### src/design/assert_macros.svh
// assertion macros used by the hit test core
`ifndef ASSERT_MACROS_SVH
`define ASSERT_MACROS_SVH

// condition holds at every clock edge out of reset
`define CHK_HOLDS(label, cond, msg) \
    label: assert property (@(posedge clk) disable iff (!rst_n) (cond)) else $error(msg);

// antecedent implies consequent in the cycle after
`define CHK_NEXT(label, ante, cons, msg) \
    label: assert property (@(posedge clk) disable iff (!rst_n) (ante) |=> (cons)) \
        else $error(msg);

`endif

### src/design/cchit_pkg.sv
// shared widths, types and cordic constants of the circle hit test
`timescale 1ns / 1ps

package cchit_pkg;

    // coordinate differences, ray ends included
    localparam int DW = 36;
    // signed operand of the shared multiplier
    localparam int OW = 74;
    // operand magnitude and product widths
    localparam int MW = 73;
    localparam int PW = 146;
    // accumulator, signed
    localparam int AW = 147;

    // multiplier digit handling
    localparam int MUL_DIG   = 4;
    localparam int MUL_BPAD  = 76;
    localparam int MUL_STEPS = MUL_BPAD / MUL_DIG;

    // cordic angles in 2^32 units per turn, start value x0 in 2^30 units
    localparam int CW           = 33;
    localparam int CORDIC_STEPS = 30;
    localparam logic signed [CW-1:0] CORDIC_X0  = 33'sh026DD3B6A;
    localparam logic signed [CW-1:0] QUARTER_TURN = 33'sh040000000;
    localparam logic signed [CW-1:0] HALF_TURN    = 33'sh080000000;

    // register width of the ray count
    localparam int RCW = 7;

    typedef logic signed [DW-1:0] coord_t;
    typedef logic signed [OW-1:0] oper_t;
    typedef logic signed [CW-1:0] trig_t;

    function automatic trig_t atan_turn(input logic [4:0] idx);
        trig_t v;
        unique case (idx)
            5'd0:  v = 33'sh020000000;
            5'd1:  v = 33'sh012E4051E;
            5'd2:  v = 33'sh009FB385B;
            5'd3:  v = 33'sh0051111D4;
            5'd4:  v = 33'sh0028B0D43;
            5'd5:  v = 33'sh00145D7E1;
            5'd6:  v = 33'sh000A2F61E;
            5'd7:  v = 33'sh000517C55;
            5'd8:  v = 33'sh00028BE53;
            5'd9:  v = 33'sh000145F2F;
            5'd10: v = 33'sh0000A2F98;
            5'd11: v = 33'sh0000517CC;
            5'd12: v = 33'sh000028BE6;
            5'd13: v = 33'sh0000145F3;
            5'd14: v = 33'sh00000A2FA;
            5'd15: v = 33'sh00000517D;
            5'd16: v = 33'sh0000028BE;
            5'd17: v = 33'sh00000145F;
            5'd18: v = 33'sh000000A30;
            5'd19: v = 33'sh000000518;
            5'd20: v = 33'sh00000028C;
            5'd21: v = 33'sh000000146;
            5'd22: v = 33'sh0000000A3;
            5'd23: v = 33'sh000000051;
            5'd24: v = 33'sh000000029;
            5'd25: v = 33'sh000000014;
            5'd26: v = 33'sh00000000A;
            5'd27: v = 33'sh000000005;
            5'd28: v = 33'sh000000003;
            5'd29: v = 33'sh000000001;
            default: v = '0;
        endcase
        return v;
    endfunction

endpackage

### src/design/cchit_div.sv
// restoring divider for the ray angle offsets, one quotient bit per cycle
`timescale 1ns / 1ps

module cchit_div #(
    parameter int NW = 23
) (
    input  logic                      clk,
    input  logic                      rst_n,
    input  logic                      start,
    input  logic [NW-1:0]             num,
    input  logic [cchit_pkg::RCW-1:0] den,
    output logic                      done,
    output logic [NW-1:0]             quot
);

    localparam int RW   = cchit_pkg::RCW;
    localparam int CNTW = $clog2(NW + 1);

    logic [RW-1:0]   rem_reg, rem_next;
    logic [NW-1:0]   q_reg, q_next;
    logic [RW-1:0]   den_reg, den_next;
    logic [CNTW-1:0] cnt_reg, cnt_next;
    logic            busy_reg, busy_next;
    logic            done_reg, done_next;
    logic [RW:0]     rem_sh;
    logic            qbit;

    always_comb
    begin
        rem_sh    = {rem_reg, q_reg[NW-1]};
        qbit      = rem_sh >= {1'b0, den_reg};
        rem_next  = rem_reg;
        q_next    = q_reg;
        den_next  = den_reg;
        cnt_next  = cnt_reg;
        busy_next = busy_reg;
        done_next = 1'b0;
        if (start)
        begin
            rem_next  = '0;
            q_next    = num;
            den_next  = den;
            cnt_next  = '0;
            busy_next = 1'b1;
        end
        else if (busy_reg)
        begin
            rem_next = qbit ? RW'(rem_sh - {1'b0, den_reg}) : rem_sh[RW-1:0];
            q_next   = {q_reg[NW-2:0], qbit};
            cnt_next = cnt_reg + 1'b1;
            if (cnt_reg == CNTW'(NW - 1))
            begin
                busy_next = 1'b0;
                done_next = 1'b1;
            end
        end
    end

    always_ff @(posedge clk or negedge rst_n)
    begin
        if (!rst_n)
        begin
            busy_reg <= 1'b0;
            done_reg <= 1'b0;
        end
        else
        begin
            busy_reg <= busy_next;
            done_reg <= done_next;
        end
    end

    always_ff @(posedge clk)
    begin
        rem_reg <= rem_next;
        q_reg   <= q_next;
        den_reg <= den_next;
        cnt_reg <= cnt_next;
    end

    assign done = done_reg;
    assign quot = q_reg;

endmodule

### config.mk
export PLATFORM = sky130hd
export DESIGN_NAME = cchit_div
export DESIGN_NICKNAME = d
export VERILOG_FILES = /design/src/design/assert_macros.svh /design/src/design/cchit_pkg.sv /design/src/design/cchit_div.sv
export SDC_FILE = /design/constraint.sdc
export NUM_CORES = 1
export LEC_CHECK = 0
export BUFFER_PORTS_ARGS = -buffer_cell sky130_fd_sc_hd__buf_2
export CORE_ASPECT_RATIO = 0.8
export CORE_MARGIN = 3
export CORE_UTILIZATION = 57
export DETAILED_ROUTE_END_ITERATION = 12
export HOLD_SLACK_MARGIN = 0.06
export PLACE_DENSITY = 0.9
export SLEW_MARGIN = 40
export SYNTH_ARGS = -nofsm -noshare
export SYNTH_HDL_FRONTEND = slang
export SYNTH_SLANG_ARGS = --single-unit
### constraint.sdc
create_clock -name clk -period 4.6 [get_ports clk]
set_clock_uncertainty 0.05 [all_clocks]
set_input_delay 0 -clock clk [delete_from_list [all_inputs] [get_ports clk]]
set_output_delay 0 -clock clk [all_outputs]
set_load 0.1 [all_outputs]
Word-level counts from Yosys, hierarchy flattened
Index checks and enable logic that the tools add are counted.
{"block": "totals", "output_inout_bits": 24, "reg_bits": 44, "inputBits": 33, "wordCells": 20}
{"block": "op_classes", "reduce_logical": 1, "n_eq_ne": 1, "add_sub_neg": 2, "muxes": 9, "order_cmp": 1}
{"cell": "23-bit two-way mux", "count": 2}
{"cell": "8-bit by 7-bit greater-or-equal comparator with 1-bit output", "count": 1}
{"cell": "7-bit two-way mux", "count": 1}
{"cell": "7-bit subtractor", "count": 1}
{"cell": "1-bit two-way mux", "count": 6}
{"cell": "5-bit by 1-bit adder with 5-bit output, second input constant", "count": 1}
{"cell": "5-bit equality test, second input constant", "count": 1}
{"cell": "2-bit nonzero test", "count": 1}

Longest topological paths before layout
{"block": "logic_depth", "word_depth": 4, "ltp_mapped": 9, "mapped_depth_nobuf": 7}

Worst setup path after synthesis
No wires, ideal clock.
{"block": "synth_path", "path_kind": "register to register", "startpoint": "register q_reg[22], in the netlist quot[22]", "endpoint": "register rem_reg[0]", "period_less_slack_ns": 2.975, "path_stages_with_launch": 10, "required_time_ns": 4.462, "n_path_buf": 2, "arrival_time_ns": 2.837, "slack_ns": 1.625, "path_cell_list": "edfxtp_1 inv_1 ha_1 fa_1 nand2b_1 a211o_1 buf_6 and3_1 buf_6 a311oi_2"}
{"block": "synth_via", "elab_chain_cells": 2, "word_cells_on_any_way": 3, "classes_between": "add/sub (1); order compare (1); mux (1)"}
{"item": "start: declaration", "line": "cchit_div.sv:20", "rtl": "logic [NW-1:0] q_reg, q_next;"}
{"item": "start signal: assignment", "line": "cchit_div.sv:76", "rtl": "q_reg <= q_next;"}
{"item": "7-bit subtractor or 8-bit by 7-bit greater-or-equal comparator with 1-bit output (tied branches)", "line": "cchit_div.sv:48, cchit_div.sv:31"}
{"item": "7-bit two-way mux (*)", "line": "cchit_div.sv:48", "rtl": "rem_next = qbit ? RW'(rem_sh - {1'b0, den_reg}) : rem_sh[RW-1:0];"}
{"item": "end signal: assignment", "line": "cchit_div.sv:75", "rtl": "rem_reg <= rem_next;"}
{"item": "end: declaration", "line": "cchit_div.sv:19", "rtl": "logic [RW-1:0] rem_reg, rem_next;"}
Every way passes the cells marked *; elsewhere a longest branch is shown, timed or not.
A chain may end at the register's enable or synchronous reset.

Worst setup path after layout
{"block": "layout_path", "startpoint": "register q_reg[22], in the netlist quot[22]", "endpoint": "register rem_reg[2]"}
Same word-level chain as after synthesis.

==> flow_summary.ini <==
[outcome]
status = finished clean

[timing]
relSlewSlack = 0.619
setup_tns_ns = 0
fin_crit_sh = 0.537
setup_viol = 0
hold_viol = 0
fmax_mhz = 405
finalCriticalPeriod_ns = 2.47
slew_viol_final = 0
rsz0062_at_grt = no
tightest_slew_ns = 0.571

[synth]
syn_inst = 191
synth_simple_gate_area_frac = 0.122
synth-seq-cells = 44
synth_compound_area_frac = 0.120
synthMuxAreaShare = 0.112
yosys_warnings = 0
syn_nets = 234
synth-xor-area-share = 0.0266
synth_area_um2 = 2310
synth_seq_area_share = 0.516
syn_area_per_cell_um2 = 12.1
synth_edf_count = 30
synthAdderAreaFrac = 0.0575
synth_top_family_by_area = simple AND/OR/NAND/NOR gates
synth_top_area_cell = edfxtp_1
synth_cell_types = 47
synthArstFlopShare = 0.0455
yosys-top-cells-area = edfxtp_1, mux2_2, dfxtp_1, ha_1, nor2_1
yosysTopAreaCellShare = 0.390
synth_ff_type = edfxtp_1

[cts]
cts_made_buffers = 5
cts-resized-gates = 0
holdBufCountCts = 32
clk_path_buf_depth = 2
cts_tree = done
path_clk_slew_ns = 0.08
cts.sinks = 44
cts-root-buf = clkbuf_8
cts_setup_buffers = 0
clk_latency_ns = 0.30
htree_levels = 2

[worst_setup_path]
cp.depth = 7
crit_path_end_kind = flop
path_buf_inv = 1
cpPeakStageDelay_ns = 0.41
reg2reg_depth = 7
critPathRequiredTime_ns = 4.76
path_max_fanout = 9
crit_family = compound AO/OA/AOI/OAI gates
arrival_ns = 2.63
path_cells = inv_1, ha_1, fa_1, nand2b_1, a211o_1, and3_1, a311oi_2
slowest_stage = fa_1
start_kind = flop
path_class = reg2reg

[drt]
dr.pass1.iters = 4
routed.top_layer = met4
vias = 1782
wl_met1_um = 2150
postRouteWirelength_um = 5410
drtIter0Drc = 170
wl_met2_um = 2800
wl_per_cell_um = 16.4
postRouteAntennaNets = 0
viasPerCell = 5.38
drc = 0
wl_met3_um = 285

[power_and_ir_drop]
power_frac_seq = 0.378
p_int_mw = 0.820
p_sw_mw = 0.550
combPwrFrac = 0.410
leakage_nw = 1.28
clkPwrFrac = 0.212
peakVddDrop_v = 0.000277
switching_share = 0.401
p_total_mw = 1.37
p_per_area_nw_per_um2 = 453

[placement]
io_buffers = 56
postPlaceCellArea_um2 = 2600
gp_congestion = 0.803
dp.final_hpwl_um = 3270

[die]
dieArea_um2 = 4850
core_area_um2 = 3850
io_pins = 57
die_h_um = 62.9
die_x_um = 77.1
initial_utilization = 0.599
rows = 20

[grt]
antenna_found_initial = 0
grt_pass1_vias = 1810
overflow = 0
grt_max_degree = 53
grt_pass1_wl_um = 8830
grtUsageTotal = 0.236

[layout]
area_growth_pct = 31.2
regArea_um2 = 1190
layout_common_cells = buf_2, dlygate4sd3_1, edfxtp_1
antennaDiodeCount = 0
nets = 318
fillers = 258
largest_reg_flops = 23
fin_util = 0.785
multi_input_area_um2 = 1010
final_common_cell = buf_2
design_area_um2 = 3030
drive_gt1_frac = 0.344

[hold_path]
holdCritPathClass = in2reg
whs_path_depth = 3

[run]
max-cap-violations = 0
==> final cells by class <==
class                   instances  share of cell area
clock buffers                   5              0.0227
multi-input cells             124               0.334
inverters                      11              0.0136
flip-flops and latches         44               0.394
clock inverters                 3              0.0124
repair buffers                 89               0.201
well taps                      55              0.0227
==> synth_stat cells (2+ instances only) <==
| master | number |
|---|---|
| nand4_1 | 4 |
| dfrtp_1 | 2 |
| clkbuf_1 | 8 |
| nand2_1 | 11 |
| edfxtp_1 | 30 |
| or2_2 | 2 |
| inv_1 | 11 |
| xor2_1 | 5 |
| a31oi_1 | 2 |
| xnor2_1 | 2 |
| nor2_1 | 15 |
| a211oi_1 | 4 |
| ha_1 | 9 |
| a311oi_2 | 2 |
| o31ai_2 | 2 |
| nor2b_1 | 3 |
| a21o_1 | 3 |
| mux2_2 | 22 |
| buf_6 | 2 |
| nand2b_1 | 4 |
| dfxtp_1 | 12 |
| o21ai_0 | 2 |
| o21bai_1 | 2 |
| nor3b_1 | 5 |
| a41oi_1 | 4 |
| nand3b_1 | 2 |
==> final timing paths <==
| kind | from | end | slack [ns] |
|---|---|---|---|
| max in group asynchronous | rst_n | busy_reg | 3.85 |
| worst max register to register | quot[22] | rem_reg[2] | 2.13 |
| worst max-delay path | quot[22] | rem_reg[2] | 2.13 |
| worst min-delay path | start | cnt_reg[0] | 0.24 |
| worst min register to register | cnt_reg[1] | cnt_reg[1] | 0.47 |
| min in group asynchronous | rst_n | done | 0.51 |
==> power by group through the flow <==
stage	sequential [mW]	clock [mW]	combinational, mW
floorplan	0.717	0	0.250
global placement	0.521	0	0.516
detailed placement	0.523	0	0.530
CTS	0.515	0.291	0.553
global route	0.524	0.306	0.594
finish	0.517	0.290	0.562
==> layer usage <==
metal | vias up | track usage
met2 | 63 | 0.408
met1 | 839 | 0.271
met5 | - | 0
met4 | 0 | 0.122
li1 | 865 | -
met3 | 15 | 0.0562
==> per-stage QoR <==
stage	hold WS, ns	instances	setup WS (ns)
6_report	0.237	331	2.13
3_5_place_dp	-0.262	291	2.18
3_3_place_gp	-0.263	291	2.34
4_1_cts	0.248	331	2.16
5_1_grt	0.307	331	2.03
2_1_floorplan	-0.346	191	1.63
==> tightest hold or removal path, delay by kind of cell <==
family                 cells  cell delay, ns
buffers and inverters      2            0.38
AND/OR/NAND/NOR            1            0.16
==> logic make-up after synthesis <==
logic type,count (synthesis)
buffers and inverters,23
AO/OA/AOI/OAI,31
multiplexers,23
adder cells (fa/ha/maj),10
AND/OR/NAND/NOR,53
flip-flops,44
XOR/XNOR,7
Power figures use the tool's default switching activity.
