$ cat src/design/assert_macros.svh
// assertion macros used by the hit test core
`ifndef ASSERT_MACROS_SVH
`define ASSERT_MACROS_SVH

// condition holds at every clock edge out of reset
`define CHK_HOLDS(label, cond, msg) \
    label: assert property (@(posedge clk) disable iff (!rst_n) (cond)) else $error(msg);

// antecedent implies consequent in the cycle after
`define CHK_NEXT(label, ante, cons, msg) \
    label: assert property (@(posedge clk) disable iff (!rst_n) (ante) |=> (cons)) \
        else $error(msg);

`endif

$ cat src/design/cchit_pkg.sv
// shared widths, types and cordic constants of the circle hit test
`timescale 1ns / 1ps

package cchit_pkg;

    // coordinate differences, ray ends included
    localparam int DW = 36;
    // signed operand of the shared multiplier
    localparam int OW = 74;
    // operand magnitude and product widths
    localparam int MW = 73;
    localparam int PW = 146;
    // accumulator, signed
    localparam int AW = 147;

    // multiplier digit handling
    localparam int MUL_DIG   = 4;
    localparam int MUL_BPAD  = 76;
    localparam int MUL_STEPS = MUL_BPAD / MUL_DIG;

    // cordic angles in 2^32 units per turn, start value x0 in 2^30 units
    localparam int CW           = 33;
    localparam int CORDIC_STEPS = 30;
    localparam logic signed [CW-1:0] CORDIC_X0  = 33'sh026DD3B6A;
    localparam logic signed [CW-1:0] QUARTER_TURN = 33'sh040000000;
    localparam logic signed [CW-1:0] HALF_TURN    = 33'sh080000000;

    // register width of the ray count
    localparam int RCW = 7;

    typedef logic signed [DW-1:0] coord_t;
    typedef logic signed [OW-1:0] oper_t;
    typedef logic signed [CW-1:0] trig_t;

    function automatic trig_t atan_turn(input logic [4:0] idx);
        trig_t v;
        unique case (idx)
            5'd0:  v = 33'sh020000000;
            5'd1:  v = 33'sh012E4051E;
            5'd2:  v = 33'sh009FB385B;
            5'd3:  v = 33'sh0051111D4;
            5'd4:  v = 33'sh0028B0D43;
            5'd5:  v = 33'sh00145D7E1;
            5'd6:  v = 33'sh000A2F61E;
            5'd7:  v = 33'sh000517C55;
            5'd8:  v = 33'sh00028BE53;
            5'd9:  v = 33'sh000145F2F;
            5'd10: v = 33'sh0000A2F98;
            5'd11: v = 33'sh0000517CC;
            5'd12: v = 33'sh000028BE6;
            5'd13: v = 33'sh0000145F3;
            5'd14: v = 33'sh00000A2FA;
            5'd15: v = 33'sh00000517D;
            5'd16: v = 33'sh0000028BE;
            5'd17: v = 33'sh00000145F;
            5'd18: v = 33'sh000000A30;
            5'd19: v = 33'sh000000518;
            5'd20: v = 33'sh00000028C;
            5'd21: v = 33'sh000000146;
            5'd22: v = 33'sh0000000A3;
            5'd23: v = 33'sh000000051;
            5'd24: v = 33'sh000000029;
            5'd25: v = 33'sh000000014;
            5'd26: v = 33'sh00000000A;
            5'd27: v = 33'sh000000005;
            5'd28: v = 33'sh000000003;
            5'd29: v = 33'sh000000001;
            default: v = '0;
        endcase
        return v;
    endfunction

endpackage

$ cat src/design/cchit_cordic.sv
// iterative cordic for cosine and sine of a ray angle, one rotation per cycle
`timescale 1ns / 1ps

module cchit_cordic #(
    parameter int ANGLE_BITS = 16
) (
    input  logic                  clk,
    input  logic                  rst_n,
    input  logic                  start,
    input  logic [ANGLE_BITS-1:0] angle,
    output logic                  done,
    output cchit_pkg::trig_t      cos_val,
    output cchit_pkg::trig_t      sin_val
);

    localparam int CW = cchit_pkg::CW;

    cchit_pkg::trig_t x_reg, x_next;
    cchit_pkg::trig_t y_reg, y_next;
    cchit_pkg::trig_t z_reg, z_next;
    logic             flip_reg, flip_next;
    logic [4:0]       step_reg, step_next;
    logic             busy_reg, busy_next;
    logic             done_reg, done_next;
    logic [31:0]      z_turn;
    cchit_pkg::trig_t z_in;
    cchit_pkg::trig_t xs;
    cchit_pkg::trig_t ys;

    always_comb
    begin
        z_turn    = {angle, {(32 - ANGLE_BITS){1'b0}}};
        z_in      = CW'($signed(z_turn));
        xs        = x_reg >>> step_reg;
        ys        = y_reg >>> step_reg;
        x_next    = x_reg;
        y_next    = y_reg;
        z_next    = z_reg;
        flip_next = flip_reg;
        step_next = step_reg;
        busy_next = busy_reg;
        done_next = 1'b0;
        if (start)
        begin
            // fold into the right half plane
            x_next    = cchit_pkg::CORDIC_X0;
            y_next    = '0;
            step_next = '0;
            busy_next = 1'b1;
            flip_next = 1'b0;
            z_next    = z_in;
            if (z_in > cchit_pkg::QUARTER_TURN)
            begin
                z_next    = z_in - cchit_pkg::HALF_TURN;
                flip_next = 1'b1;
            end
            else if (z_in < -cchit_pkg::QUARTER_TURN)
            begin
                z_next    = z_in + cchit_pkg::HALF_TURN;
                flip_next = 1'b1;
            end
        end
        else if (busy_reg)
        begin
            if (!z_reg[CW-1])
            begin
                x_next = x_reg - ys;
                y_next = y_reg + xs;
                z_next = z_reg - cchit_pkg::atan_turn(step_reg);
            end
            else
            begin
                x_next = x_reg + ys;
                y_next = y_reg - xs;
                z_next = z_reg + cchit_pkg::atan_turn(step_reg);
            end
            step_next = step_reg + 1'b1;
            if (step_reg == 5'(cchit_pkg::CORDIC_STEPS - 1))
            begin
                busy_next = 1'b0;
                done_next = 1'b1;
            end
        end
    end

    always_ff @(posedge clk or negedge rst_n)
    begin
        if (!rst_n)
        begin
            busy_reg <= 1'b0;
            done_reg <= 1'b0;
        end
        else
        begin
            busy_reg <= busy_next;
            done_reg <= done_next;
        end
    end

    always_ff @(posedge clk)
    begin
        x_reg    <= x_next;
        y_reg    <= y_next;
        z_reg    <= z_next;
        flip_reg <= flip_next;
        step_reg <= step_next;
    end

    assign done    = done_reg;
    assign cos_val = flip_reg ? -x_reg : x_reg;
    assign sin_val = flip_reg ? -y_reg : y_reg;

endmodule

$ cat config.mk
export PLATFORM = sky130hd
export DESIGN_NAME = cchit_cordic
export DESIGN_NICKNAME = d
export VERILOG_FILES = /design/src/design/assert_macros.svh /design/src/design/cchit_pkg.sv /design/src/design/cchit_cordic.sv
export SDC_FILE = /design/constraint.sdc
export NUM_CORES = 1
export LEC_CHECK = 0
export ABC_AREA = 1
export BUFFER_PORTS_ARGS = -buffer_cell sky130_fd_sc_hd__clkbuf_2
export CAP_MARGIN = 20
export CORE_MARGIN = 4
export CORE_UTILIZATION = 25
export DETAILED_ROUTE_END_ITERATION = 12
export PLACE_DENSITY = 0.4
export SLEW_MARGIN = 20
export SYNTH_ARGS = -nofsm -noshare
export SYNTH_HDL_FRONTEND = slang
export SYNTH_SLANG_ARGS = --single-unit
export TNS_END_PERCENT = 1
$ cat constraint.sdc
create_clock -name clk -period 7.35 [get_ports clk]
set_clock_uncertainty 0.1 [all_clocks]
set_input_delay 0.3675 -clock clk [delete_from_list [all_inputs] [get_ports clk]]
set_output_delay 0.3675 -clock clk [all_outputs]
set_load 0.01 [all_outputs]
### Yosys cells after proc, flatten, opt, wreduce, memory -nomap -nowiden

Memory sizes are Yosys's and may differ from the RTL's. A register that Yosys moved wholly into a read port is not among the register bits.
Cells that the tools add are included.
Widths: inputs -> output; s select.

| word-level totals | value |
|---|---|
| output and inout port bits | 67 |
| word-level logic and storage cells | 52 |
| memory bits (read-only) | 1920 |
| bits in latches | 0 |
| input bits | 19 |
| memory bits (writable) | 0 |
| flip-flop bits (word level) | 107 |
| memories kept | 2 |

Memories:

| memory | words | width | rd ports | clocked after Yosys merged registers in | write ports | RTL line | source |
|---|---|---|---|---|---|---|---|
| (name not given) | 32 | 30 | 1 | 1 | 0 | cchit_pkg.sv:37 | `unique case (idx)` |
| (name not given) | 32 | 30 | 1 | 1 | 0 | cchit_pkg.sv:37 |  |

| cells by class | value |
|---|---|
| bitwise logic cells | 0 |
| multiply operators | 0 |
| mux-type cells | 26 |
| div/mod/pow operators | 0 |
| reductions and logical operators | 1 |
| add/sub/neg operators | 11 |
| equality and inequality tests | 1 |
| order comparisons | 2 |
| shift operators | 2 |

Operator list:

| cell | number |
|---|---|
| $mux 33 | 15 |
| $add 33x33->33 | 3 |
| $sub 33x33->33 | 3 |
| $neg 33->33 | 2 |
| $sshr 33x5->33 | 2 |
| $add 32x33->33 const B | 1 |
| $sub 32x33->33 const B | 1 |
| $gt 32x32->1 const B | 1 |
| $lt 32x31->1 const B | 1 |
| $mux 5 | 4 |
| $mux 1 | 7 |
| $add 5x1->5 const B | 1 |
| $eq 5x5->1 const B | 1 |
| $reduce_bool 2->1 | 1 |

### Depth between registers and ports, before layout

| logic depth | value |
|---|---|
| depth in word-level cells | 7 |
| depth in mapped cells | 35 |
| gate-level depth less buffers | 33 |

### Worst setup path before layout

No wires, ideal clock.

| timing path | value |
|---|---|
| path kind | reg2reg |
| from | reg step_reg[0] |
| to | reg y_reg[27] |
| stages on the path, launching flop included | 30 |
| setup slack | 3.292 ns |
| arrival time | 3.823 ns |
| setup time | 0.135 ns |
| cells stage by stage | dfxtp_1 buf_6 buf_6 nand2_1 nand3_1 nand3_1 nand3_1 o21ai_1 or2_2 o21ai_2 inv_1 ha_1 nand3_1 nor2_2 nor2_1 nor2_4 o21ai_0 xor2_1 inv_1 ha_1 a21oi_1 inv_1 a31oi_1 o21ai_0 a21oi_1 nor2_1 nor2_1 o21ai_0 xnor2_1 o22ai_1 |

| between the ends | value |
|---|---|
| cells in the longest elaborated chain, start to end | 3 |

RTL lines:

| element | RTL line | source |
|---|---|---|
| start: declaration | cchit_cordic.sv:22 | `logic [4:0] step_reg, step_next;` |
| start signal: assignment | cchit_cordic.sv:106 | `step_reg <= step_next;` |
| $sshr 33x5->33 * | cchit_cordic.sv:34 | `xs = x_reg >>> step_reg;` |
| $add 33x33->33 or $sub 33x33->33 (tied branches) | cchit_cordic.sv:68, cchit_cordic.sv:74 |  |
| $mux 33 * | cchit_cordic.sv:65 | `if (!z_reg[CW-1])` |
| end signal: assignment | cchit_cordic.sv:103 | `y_reg <= y_next;` |
| end: declaration | cchit_cordic.sv:19 | `cchit_pkg::trig_t y_reg, y_next;` |

Mark *: on every way between the ends. The rest lies on a longest branch, timed or not.
A chain may end at the register's enable or synchronous reset.

### Final worst setup path

| timing path | value |
|---|---|
| from | reg step_reg[1] |
| to | reg y_reg[28] |

Same word-level chain as after synthesis.

==> run_results.csv <==
group,metric,value,unit
floorplan,chipWidth,276,microns
placement,dpl.hpwl,56.5,mm
detailed_routing,drt-total-wl,71.1,mm
sta,worstMarginPinSlew,0.933,ns
power_and_ir_drop,p_leak,9.37,nW
clock_network,cts_max_level,4,
flow_run,drv_cap,0,
final_layout,nFillCells,8042,
placement,dp.cells,3862,
clock_network,cts_setup_buffers,0,
final_layout,regArea,3100,sq um
worst_setup_path,rr_worst_depth,27,
floorplan,initial_core_util,25.4,%
final_layout,drive_above_1_share,9.54,%
worst_setup_path,required,7.62,ns
placement,gp_congestion,0.904,
grt,grt_pass1_vias,18600,
sta,final-hold-violation-count,0,
detailed_routing,firstDrtPassIters,5,
logic_synthesis,synth_edf_count,34,
final_layout,area_delta_synth_final,9.84,%
grt,grt.overflow.total,0,
worst_setup_path,endpoint_kind,"flip-flop",
clock_network,cts.clk_slew.worst_paths,0.08,ns
grt,grt_start_max_net_pins,76,
logic_synthesis,synth_warnings,0,
sta,min_period,5.49,ns
worst_setup_path,reg2reg_from,"step_reg[1]$_SDFFE_PP0P_",
detailed_routing,met3WireLength,2.30,mm
detailed_routing,remaining_drc_errors,0,
detailed_routing,drt-vias-per-instance,4.99,
worst_setup_path,critPathKind,"reg -> reg",
final_layout,multiInputGateArea,13000,sq um
logic_synthesis,netlist_area,17900,sq um
logic_synthesis,synth.most_common_cell,"nand2_1",
grt,antenna_found_initial,0,
placement,port-buffer-count,85,
sta,setup-tns-final,0,ns
worst_setup_path,worst-path-max-fanout,37,
worst_setup_path,arrival,5.76,ns
clock_network,clock_latency,0.49,ns
floorplan,coreArea,70500,sq um
detailed_routing,routedWlPerCell,18.3,microns
clock_network,clock-sinks,137,
logic_synthesis,avgSynthCellArea,6.11,sq um
detailed_routing,vias,19400,
final_layout,n_antenna_cell,0,
logic_synthesis,synth-main-ff-cell,"dfxtp_1",
detailed_routing,drt-initial-drc-count,1262,
worst_setup_path,rrSetupSlack,1.86,ns
detailed_routing,routed-wl-met2,33.9,mm
clock_network,cts_resized,0,
clock_network,cts_buffers,17,
logic_synthesis,seq_area_frac_synth,17.3,%
sta,drv_slew,0,
grt,grt_usage,18.4,%
worst_setup_path,endpoint,"y_reg[28]$_SDFFE_PP0P_",
floorplan,dieArea,75900,sq um
worst_setup_path,reg2reg_to,"y_reg[28]$_SDFFE_PP0P_",
worst_setup_path,cp-start-kind,"flip-flop",
clock_network,cts_buffer_depth,2,
worst_setup_path,crit_top_cell,"o21ai_1",
logic_synthesis,synthCells,2930,
logic_synthesis,yosysTopAreaCellShare,14.4,%
detailed_routing,wl_met1,33.7,mm
floorplan,dieHeight,276,microns
floorplan,pin_count,86,
final_layout,final_cells,3895,
logic_synthesis,synth_largest_area_cell,"nand2_1",
final_layout,fin_util,27.9,%
logic_synthesis,synthTopCellsByCount,"nand2_1 (685), nand3_1 (399), inv_1 (288)",
worst_setup_path,slowest_stage,"inv_2",
clock_network,ctsHoldBuffers,1,
detailed_routing,highest_layer,"met4",
sta,period_share,74.7,%
logic_synthesis,async_reset_ff_share,1.46,%
logic_synthesis,yosys-top-cells-area,"nand2_1 (14%), dfxtp_1 (11%), nand3_1 (11%)",
worst_setup_path,slowest_delay,0.50,ns
power_and_ir_drop,power.density,541,nW/um^2
power_and_ir_drop,power,10.6,mW
power_and_ir_drop,ir_drop,0.000176,V
logic_synthesis,ys_ff_latch,137,
final_layout,layout.nets,3075,
sta,finalSetupViolations,0,
sta,slew_headroom,37.7,%
logic_synthesis,syn_nets,3063,
detailed_routing,ant_nets,0,
clock_network,cts_tree,"done",
worst_hold_path,holdCritPathClass,"in -> reg",
sta,rsz0062_at_grt,"no",
grt,grt_pass1_wl,109,mm
logic_synthesis,yosysUniqueCellTypes,62,
sta,max_freq,182,MHz
floorplan,fp-row-count,97,
worst_setup_path,critPathLaunch,"step_reg[1]$_SDFFE_PP0P_",
run_status,outcome,"finished clean",
clock_network,cts-root-buf,"clkbuf_16",
placed cells by master, fill, tap and decap left out, types with 6 or more instances in the layout:
cell type,count
nor3_2,9
xor2_1,132
o21ai_0,148
nand3_1,398
ha_1,111
o22ai_1,35
nand3_2,27
inv_2,11
a21oi_1,187
o21a_1,19
a21boi_0,8
clkbuf_16,17
o21ai_1,27
clkbuf_2,85
edfxtp_1,34
xnor2_1,54
or2_2,22
nor2_2,10
nand2_1,685
nand2_2,30
nand3b_1,8
o21ai_2,6
nand4_1,27
buf_4,31
inv_1,286
nor3_1,48
a21o_1,8
a31oi_1,37
dfxtp_1,96
nor4_1,17
nor2_1,256
o31ai_1,8
cell type report:
class                           instances  share of cell area [%]
Sequential cell                       137                    15.8
Clock inverter                         14                   0.700
Clock buffer                           18                    2.23
Timing Repair Buffer                  117                    3.40
Multi-Input combinational cell       2368                    66.2
Tap cell                              940                    5.98
Inverter                              301                    5.75
metrics by stage:
stage | hold slack [ns] | cell area, sq um | worst slack (ns)
after global placement | 0.0879 | 19100 | 1.94
final | 0.0701 | 19700 | 1.86
after global routing | 0.0445 | 19700 | 1.25
after CTS | 0.0184 | 19700 | 1.86
after floorplan | -0.0281 | 17900 | 3.29
after detailed placement | 0.0892 | 19100 | 1.89
worst min path at each step:
stage / start / to / cells after the start
6_report: angle[0] / z_reg[16]$_DFFE_PP_ / 3
5_1_grt: angle[0] / z_reg[16]$_DFFE_PP_ / 3
4_1_cts: angle[0] / z_reg[16]$_DFFE_PP_ / 3
3_3_place_gp: rst_n / busy_reg$_DFF_PN0_ / 1
3_5_place_dp: rst_n / done$_DFF_PN0_ / 1
2_1_floorplan: rst_n / busy_reg$_DFF_PN0_ / 0
power breakdown:
group | total, mW | switching, mW | internal [mW]
Sequential | 1.56 | 0.455 | 1.11
Clock | 0.886 | 0.430 | 0.456
Combinational | 8.19 | 5.24 | 2.95
Total | 10.6 | 6.13 | 4.51
critical path, delay by kind of cell (launching register included):
kind	cells	cell delay (ns)
AND/OR/NAND/NOR	11	1.49
buffers and inverters	5	1.13
flip-flops	1	0.32
XOR/XNOR	1	0.16
adder cells (fa/ha/maj)	2	0.56
AO/OA/AOI/OAI	8	1.63
metal layers:
layer  up-vias  global-route usage, %
li1       9888                      -
met1      9148                   24.7
met2       340                   31.3
met3        64                   2.50
met4         0                   4.29
met5         -                      0
cell families (layout without fill, tap and decap cells):
family | count (synthesis) | after routing | synth area share [%]
simple gates | 1548 | 1548 | 38.8
compound gates | 520 | 520 | 16.6
buf+inv | 425 | 450 | 10.1
xor+xnor | 186 | 186 | 9.10
flops | 137 | 137 | 17.3
fa+ha+maj | 114 | 114 | 8.10
(Power assumes the default switching activity.)
